**src/bir_queue.sv**
```systemverilog
// small register queue used between front and back and for results
// no package dependencies
`default_nettype none
module bir_queue #(
   parameter int WIDTH = 8,
   parameter int DEPTH = 4
) (
   input  wire                          clock,
   input  wire                          reset,
   input  wire                          push,
   input  wire [WIDTH-1:0]              push_data,
   input  wire                          pop,
   output logic [WIDTH-1:0]             pop_data,
   output logic [$clog2(DEPTH+1)-1:0]   count
);
   localparam int PW = $clog2(DEPTH);
   localparam int CW = $clog2(DEPTH+1);
   logic [WIDTH-1:0] slot_ff [DEPTH];
   logic [PW-1:0] wr_ff, wr_in, rd_ff, rd_in;
   logic [CW-1:0] cnt_ff, cnt_in;

   always_comb begin
      wr_in = push ? PW'(wr_ff + PW'(1)) : wr_ff;
      rd_in = pop ? PW'(rd_ff + PW'(1)) : rd_ff;
      cnt_in = CW'(cnt_ff + CW'(push) - CW'(pop));
   end

   always_ff @(posedge clock) begin
      if (reset) begin
         wr_ff <= '0;
         rd_ff <= '0;
         cnt_ff <= '0;
      end else begin
         wr_ff <= wr_in;
         rd_ff <= rd_in;
         cnt_ff <= cnt_in;
      end
      if (push) slot_ff[wr_ff] <= push_data;
   end

   assign pop_data = slot_ff[rd_ff];
   assign count = cnt_ff;
endmodule
`default_nettype wire

```
**config.mk**
```make
export PLATFORM = sky130hd
export DESIGN_NAME = bir_queue
export DESIGN_NICKNAME = d
export VERILOG_FILES = /design/src/bir_queue.sv
export SDC_FILE = /design/constraint.sdc
export NUM_CORES = 1
export LEC_CHECK = 0
export BUFFER_PORTS_ARGS = -buffer_cell sky130_fd_sc_hd__buf_2
export CORE_MARGIN = 5
export CORE_UTILIZATION = 36
export CTS_CLUSTER_DIAMETER = 120
export CTS_CLUSTER_SIZE = 30
export DETAILED_ROUTE_END_ITERATION = 6
export PLACE_DENSITY = 0.65
export SLEW_MARGIN = 15
export SYNTH_ARGS = -nofsm -noshare
export SYNTH_HDL_FRONTEND = slang
export SYNTH_SLANG_ARGS = --single-unit
```
**constraint.sdc**
```tcl
create_clock -name clock -period 2.25 [get_ports clock]
set_input_delay 0.1125 -clock clock [delete_from_list [all_inputs] [get_ports clock]]
set_output_delay 0.1125 -clock clock [all_outputs]
set_load 0.01 [all_outputs]
```
==> run_results.csv <==
group,metric,value,unit
outcome,status,"finished clean",
synth,synth_top_cell_by_area,"edfxtp_1",
cts,postCtsResizedCells,0,
global_routing,grt-ovfl-total,0,
cts,cts.sinks,41,
timing,min_period,1.82,ns
die,die_h,76.4,um
pwr,ir_worst_vdd,0.000460,V
pwr,p_int,0.00131,W
worst_setup_path,worstPathArrival,1.71,ns
min_path,hold_path_startpoint,"push_data[5]",
timing,slew_violations,0,
timing,fmax,0.548,GHz
cts,cts_setup_buffers,0,
pwr,clkPwrFrac,33.4,%
pwr,switching_share,21.5,%
route,drt_first_pass_iters,4,
cts,cts_tree,"yes",
min_path,min_path_type,"in2reg",
global_routing,grt_pass1_wl,4130,um
route,viasPerCell,4.64,
flow_run,drv_cap,0,
synth,synthesis.area,0.00159,sq mm
synth,synth.ff_latch_count,41,
worst_setup_path,reg2reg_to,"count[2]",
synth,ys_types,17,
worst_setup_path,path_class,"reg2out",
synth,synthCells,82,
synth,syn_avg_cell_area,19.3,sq um
placement,dp_cells,154,
cts,path_clk_slew,0.07,ns
die,initial_utilization,36.7,%
worst_setup_path,ff2ff_path_depth,7,
layout,antennaDiodeCount,0,
cts,cts_buffer_depth,2,
die,fp.dieW,76.4,um
worst_setup_path,critPathMaxFanout,8,
cts,cts_hold_buf,0,
placement,gp_congestion,0.684,
synth,synthTopCellsByArea,"edfxtp_1 61%, dfxtp_1 11%, mux4_2 11%",
worst_setup_path,cp_cell_sequence,"mux4_2 > buf_2",
worst_setup_path,cp.required,2.14,ns
cts,htree_levels,2,
synth,seq_area_frac_synth,72.0,%
synth,synth_top_cell_area_share,60.6,%
timing,clock-skew-final,0.00571,ns
worst_setup_path,path_buf_inv,1,
timing,relSlewSlack,61.4,%
die,core-area,0.00432,sq mm
worst_setup_path,slowest_delay,0.69,ns
worst_setup_path,worstSetupStartpointType,"register",
worst_setup_path,crit_end,"pop_data[5]",
global_routing,grtUsageTotal,8.98,%
timing,post-route-period-util,81.1,%
route,postRouteAntennaNets,0,
route,drt_iter0_markers,51,
cts,cts_buffers,5,
cts,insertion_delay,0.28,ns
layout,fin_nets,128,
timing,setup_tns,0,ns
worst_setup_path,critPathTopFamily,"flip-flops",
placement,place_area,0.00174,sq mm
die,io_pins,23,
route,wirelength,2460,um
timing,hold_viol_final,0,
layout,syn_to_final_growth,16.7,%
layout,drive_gt1_share,33.6,%
pwr,leakagePower,0.683,nW
layout,final_area,0.00185,sq mm
route,drc,0,
worst_setup_path,cp-end-kind,"primary output",
layout,fillCellCount,389,
die,rows,24,
global_routing,grt_max_degree,13,
worst_setup_path,path_depth,2,
timing,grt_setup_unrepaired,"false",
placement,portBuffers,22,
layout,instances_no_fill,162,
timing,tightest_slew,0.578,ns
synth,yosysWarnings,0,
timing,setup_viol,0,
pwr,pwr-share-comb,12.6,%
global_routing,first_global_vias,831,
die,dieArea,0.00583,sq mm
worst_setup_path,cpMaxStageDelayCell,"dfxtp_1",
worst_setup_path,rrSetupSlack,0.53,ns
synth,synth_nets,101,
worst_setup_path,timing.rr.start,"count[0]",
placement,hpwl,1700,um
global_routing,antenna_found_initial,0,
route,dr_total_vias,751,
pwr,power.density,904,mW/mm^2
route,routedWlPerCell,15.2,um
pwr,switching_power,0.000359,W
cts,cts-root-buf,"clkbuf_8",
pwr,seqPwrFrac,54.0,%
## worst min-delay path by stage
stage	end	slack, ns	cells past startpoint
floorplan	count[0]	0.18	1
global placement	slot_ff[0][7]	0.33	1
detailed placement	slot_ff[0][5]	0.34	1
CTS	slot_ff[0][5]	0.03	1
global route	slot_ff[0][5]	0.03	1
finish	slot_ff[0][5]	0.05	1
## worst register-to-register path, stage by stage, from the launching register on
cell	delay [ns]
dfxtp_1	0.33
inv_1	0.04
ha_1	0.26
inv_1	0.04
ha_1	0.18
fa_1	0.38
xor3_1	0.35
nor2_1	0.08
## metrics by stage
step,worst slack [ns],total power [W],hold WS (ns),util (%)
6_report,0.426,0.00167,0.0481,42.8
3_3_place_gp,0.581,0.00112,0.327,40.3
4_1_cts,0.390,0.00169,0.0345,42.8
5_1_grt,0.265,0.00176,0.0328,42.8
2_1_floorplan,0.524,0.00106,0.184,-
3_5_place_dp,0.524,0.00114,0.337,40.3
## cell families after synthesis
| kind of cell | after synthesis | share of synthesized area (%) |
|---|---|---|
| flip-flops | 41 | 72.0 |
| AND/OR/NAND/NOR | 12 | 4.03 |
| multiplexers | 9 | 12.0 |
| buffers and inverters | 8 | 2.45 |
| adder cells (fa/ha/maj) | 7 | 6.00 |
| XOR/XNOR | 3 | 2.60 |
| AO/OA/AOI/OAI | 2 | 0.947 |
## cells in the mapped netlist (all sizes together)
library cell	n
edfxtp	32
dfxtp	9
mux4	8
ha	6
inv	6
nor2	5
and2	4
nor2b	2
xnor2	2
a21bo	1
a21oi	1
buf	1
clkbuf	1
fa	1
mux2i	1
nand3b	1
xor3	1
## final cells by class
class | count | area [sq um] | area share (%)
clock buffer | 6 | 72.6 | 3.92
inverter | 6 | 22.5 | 1.22
clock inverter | 2 | 33.8 | 1.83
timing repair buffer | 22 | 110 | 5.95
tap | 52 | 65.1 | 3.52
multi-input combinational | 33 | 405 | 21.9
sequential | 41 | 1140 | 61.7
## layer usage
layer	share of wire, %	GRT usage (%)
met5	0	0
met4	0.98	1.57
met3	6.8	4.02
met2	47	14.0
met1	45	11.7
## registers in the layout, summed over array words and instances, names as in the netlist, named ones only
name	count
slot_ff	32
count	3
rd_ff	2
wr_ff	2
## placed cells by master, fill, tap and decap left out
cell type | netlist | routed
a21bo_2 | 1 | 1
a21oi_1 | 1 | 1
and2_1 | 4 | 4
buf_2 | 0 | 22
bufinv_16 | 0 | 1
clkbuf_1 | 0 | 1
clkbuf_8 | 0 | 5
clkinv_1 | 0 | 1
dfxtp_1 | 9 | 9
edfxtp_1 | 32 | 32
fa_1 | 1 | 1
ha_1 | 6 | 6
inv_1 | 6 | 6
mux2i_1 | 1 | 1
mux4_2 | 8 | 8
nand3b_1 | 1 | 1
nor2_1 | 5 | 5
nor2b_1 | 2 | 2
xnor2_1 | 2 | 2
xor3_1 | 1 | 1
## power groups by stage
stage               sequential (W)  combinational [W]  clock, W
global route              0.000911           0.000237  0.000614
floorplan                 0.000911           0.000147         0
global placement          0.000918           0.000207         0
finish                    0.000903           0.000211  0.000559
detailed placement        0.000920           0.000215         0
CTS                       0.000905           0.000215  0.000574
Note: power is estimated with default switching activity, not from simulation.
