==> src/bir_pkg.sv <==
// types and constants shared by the bilinear resize modules
// depends on nothing; imported by the front, back and top level
`default_nettype none
package bir_pkg;
   localparam int TW = 38;
   localparam logic KIND_LOAD = 1'b0;
   localparam logic KIND_REQ  = 1'b1;
   localparam logic [1:0] CSR_SRC_WIDTH  = 2'd0;
   localparam logic [1:0] CSR_SRC_HEIGHT = 2'd1;
   localparam logic [1:0] CSR_X_SCALE    = 2'd2;
   localparam logic [1:0] CSR_Y_SCALE    = 2'd3;
   // half a pixel in 2^-17 units
   localparam logic [TW-1:0] HALF_BIAS = TW'(65536);
   localparam logic [16:0] WEIGHT_ONE = 17'd65536;
   localparam logic [42:0] ROUND_HALF = 43'h0_8000_0000;

   typedef struct packed {
      logic          kind;
      logic          ok;
      logic [11:0]   col;
      logic [11:0]   row;
      logic [1:0]    chan;
      logic [7:0]    pix;
      logic [TW-1:0] tx;
      logic [TW-1:0] ty;
   } bir_item_type;

   typedef struct packed {
      logic       valid;
      logic [7:0] pixel;
   } bir_result_type;
endpackage
`default_nettype wire

==> src/bir_front.sv <==
// front end: registers an accepted item, maps destination coordinates
// to source positions and checks ranges; uses bir_pkg
`default_nettype none
module bir_front #(
   parameter int MAX_SRC_WIDTH = 256,
   parameter int MAX_SRC_HEIGHT = 256,
   parameter int CHANNELS = 3
) (
   input  wire                 clock,
   input  wire                 reset,
   input  wire                 accept,
   input  wire                 kind,
   input  wire [11:0]          col,
   input  wire [11:0]          row,
   input  wire [1:0]           chan,
   input  wire [7:0]           pix,
   input  wire [23:0]          x_scale,
   input  wire [23:0]          y_scale,
   output logic                item_valid,
   output bir_pkg::bir_item_type item
);
   import bir_pkg::*;
   logic valid_ff;
   bir_item_type item_ff, item_in;
   logic in_range;

   always_comb begin
      in_range = ({1'b0, col} < 13'(MAX_SRC_WIDTH)) && ({1'b0, row} < 13'(MAX_SRC_HEIGHT));
      item_in.kind = kind;
      item_in.ok = ({1'b0, chan} < 3'(CHANNELS)) && (kind == KIND_REQ || in_range);
      item_in.col = col;
      item_in.row = row;
      item_in.chan = chan;
      item_in.pix = pix;
      // (2*col+1)*scale + half, in 2^-17 units, offset by one pixel
      item_in.tx = TW'({col, 1'b1} * x_scale) + HALF_BIAS;
      item_in.ty = TW'({row, 1'b1} * y_scale) + HALF_BIAS;
   end

   always_ff @(posedge clock) begin
      if (reset) valid_ff <= 1'b0;
      else valid_ff <= accept;
      if (accept) item_ff <= item_in;
   end

   assign item_valid = valid_ff;
   assign item = item_ff;
endmodule
`default_nettype wire

==> config.mk <==
export PLATFORM = sky130hd
export DESIGN_NAME = bir_front
export DESIGN_NICKNAME = d
export VERILOG_FILES = /design/src/bir_pkg.sv /design/src/bir_front.sv
export SDC_FILE = /design/constraint.sdc
export NUM_CORES = 2
export LEC_CHECK = 0
export BUFFER_PORTS_ARGS = -buffer_cell sky130_fd_sc_hd__buf_2
export CORE_ASPECT_RATIO = 1.1
export CORE_UTILIZATION = 55
export CTS_BUF_LIST = sky130_fd_sc_hd__clkbuf_8
export CTS_CLUSTER_SIZE = 20
export DETAILED_ROUTE_END_ITERATION = 6
export PLACE_DENSITY = 0.83
export SYNTH_ARGS = -nofsm -noshare
export SYNTH_HDL_FRONTEND = slang
export SYNTH_SLANG_ARGS = --single-unit
==> constraint.sdc <==
create_clock -name clock -period 6.69 [get_ports clock]
set_input_delay 1.0035 -clock clock [delete_from_list [all_inputs] [get_ports clock]]
set_output_delay 1.0035 -clock clock [all_outputs]
set_load 0.01 [all_outputs]
==> summary.txt <==
Run status
  • Status: completed

STA
  • Min Tclk post-route: around 6.3 ns
  • Least-Margin Pin Slew: just over 0.8 ns
  • Fin. Hold Viols: 0
  • RSZ-0062 raised after global routing: false
  • Final setup fails: 0
  • Period utilization: around 95%
  • Count of final max-slew check failures: 0
  • Fmax: 157.5 MHz
  • Worst slew margin relative to its limit: 45.35%
  • Setup ws final: 0.3412 ns

Final layout
  • Layout area overhead: 9.219%
  • Layout cells sized above 1: 12.05%
  • Final instance area: 25470 sq um
  • Multi-input gate area: 17830 sq um
  • Layout fillers: 3288
  • NumNets Final: between 3000 and 4000
  • # diodes: 0
  • Register area: ~3400 sq um
  • Commonest non-fill, non-tap cell in the layout: fa_1
  • Most frequent cells in the layout: fa_1 (486), inv_1 (452), nand2_1 (424)

Yosys
  • Unique masters post-synth: 62
  • Syn. warnings: 0
  • Area share of the largest cell type after synthesis: 41.73%
  • Synth area leaders: fa_1 (42%), edfxtp_1 (14%), ha_1 (13%)
  • Synth Instances: 2364
  • Cell area after synthesis: between 20000 and 25000 sq um
  • Mapped Nets: ~3200
  • Async set or reset register ratio after synthesis: 0%
  • Area leader, netlist: fa_1
  • Seq/Total Area, Yosys: 14.51%
  • Number of enable flip-flop cells after synthesis: 112
  • Synth Register Bits: 113
  • Most common flop cell mapped by yosys: edfxtp_1
  • Syn Area/Cell: 9.864 sq um

Min path
  • Hold path endpoint: item_valid$_SDFF_PP0_
  • Hold path startpoint: reset
  • Min-Delay Path Class: in -> reg
  • Worst hold stages: 2

Clocking
  • CTS tree: done
  • Postcts setup bufs: 0
  • Root buf cell: clkbuf_8
  • CTS Buffer Depth: 2
  • H-tree levels: 4
  • Post-cts resize count: 0
  • Clock sink total: 113
  • CTS Hold Bufs: 0
  • Clock slew at reported path FFs: 0.07 ns
  • TritonCTS Buffers: 17

Worst setup path
  • WP data arrival: 6.59 ns
  • Critical path class: in -> reg
  • CP Capture Type: register
  • Crit Path Max Fanout: 20
  • Required @ worst endpoint: around 6.9 ns
  • Setup crit start kind: input pin

Die
  • Io pins: 199
  • Core box area: roughly 41000 sq um
  • Die ar.: 43220 sq um
  • Initial Util: 56.22%
  • Die W: 198.3 microns
  • Die Span Y: 218.0 microns
  • # rows: 78

Placement
  • Post-DP Area: 25090 sq um
  • Hpwl dp: ~45 mm
  • RePlAce Congestion: 0.8903
  • Pre-CTS setup slack: -0.06573 ns
  • IO buf count: 198

Job
  • Max cap viols: 0

Detailed routing
  • Final ANT Viol Nets: 0
  • Routed vias/inst: 5.599
  • Detailed Route WL: approximately 55 mm
  • WL per Instance: roughly 18 microns
  • Number of iterations in the first detailed-routing pass: 7
  • DRT iter0 DRCs: ~1400
  • Via count: 17400
  • Remaining DRCs: 0

GRT
  • Initial antenna violation count: 1
  • Largest net degree at the start of global routing: 59
  • GRT Util Overall: ~28%
  • Vias in the first global route: 19300
  • Global-route wire length before repair: 93.07 mm
  • Gr ovfl total: 0
## kinds of logic after synthesis
kind of cell	synth area share, %
AOI/OAI and AO/OA	5.425
adders and majority gates	54.28
and+or+nand+nor	14.43
buffers and inverters	9.020
xor gates and xnor gates	2.329
DFF	14.51
## per-layer routing
layer  GRT usage [%]  vias up  share of wire, %
met3           4.408      220               7.4
met2           45.94      864                49
met4           16.10        2               5.5
met5               0        -             0.024
li1                -     7573                 -
met1           34.31     8742                38
## worst max-delay path by stage
| stage | cells after the start | startpoint | to |
|---|---|---|---|
| after floorplan | 20 | col[0] | item[72]$_DFFE_PP_ |
| after global placement | 20 | col[4] | item[72]$_DFFE_PP_ |
| after detailed placement | 20 | row[3] | item[36]$_DFFE_PP_ |
| after CTS | 17 | row[3] | item[23]$_DFFE_PP_ |
| after global routing | 20 | row[3] | item[36]$_DFFE_PP_ |
| final | 17 | row[3] | item[25]$_DFFE_PP_ |
## synthesized netlist by cell type (5+ instances only)
master / number
a21o_1: 25
xor2_1: 19
o21bai_1: 6
o21a_1: 9
ha_1: 234
and2_1: 204
a21oi_1: 64
fa_1: 486
nand3_1: 12
o21ai_0: 27
edfxtp_1: 112
o21ai_1: 8
nand2_1: 424
xnor2_1: 43
inv_1: 450
a211oi_1: 5
a31oi_1: 8
and3_1: 5
nand4_1: 10
nor2b_1: 8
clkbuf_1: 103
nor2_1: 33
## critical path, cell delays in order
cell and delay (ns):
buf_2 0.38, nand2_1 0.16, fa_1 0.52, fa_1 0.54
inv_1 0.07, fa_1 0.46, fa_1 0.49, fa_1 0.53
fa_1 0.42, ha_1 0.38, nand2_1 0.11, nor3_1 0.16
o21ai_0 0.16, a21oi_1 0.40, a31oi_1 0.22, o21bai_1 0.21
xor2_1 0.36
## state kept, by name, summed over array words and instances (netlist names)
register	flops
item	112
item_valid	1
## stage by stage
| stage | hold WS, ns | std cells | setup TNS (ns) | util [%] |
|---|---|---|---|---|
| 2_1_floorplan | 1.075 | 2364 | 0 | - |
| 3_3_place_gp | 1.166 | 3076 | 0 | 60.49 |
| 3_5_place_dp | 1.180 | 3076 | -0.2136 | 60.49 |
| 4_1_cts | 0.6573 | 3108 | 0 | 61.40 |
| 5_1_grt | 0.6742 | 3108 | 0 | 61.40 |
| 6_report | 0.6987 | 3108 | 0 | 61.40 |
## layout make-up
| type | instances | area share [%] |
|---|---|---|
| clock buffers | 17 | 0.9187 |
| clock inverters | 15 | 0.5699 |
| inverters | 450 | 6.633 |
| multi-input cells | 1693 | 70.02 |
| flip-flops and latches | 113 | 13.28 |
| well taps | 560 | 2.751 |
| repair buffers | 260 | 5.827 |
Power is not shown: default switching activity piles up to over one toggle a cycle in this logic, so the estimate is an artifact.
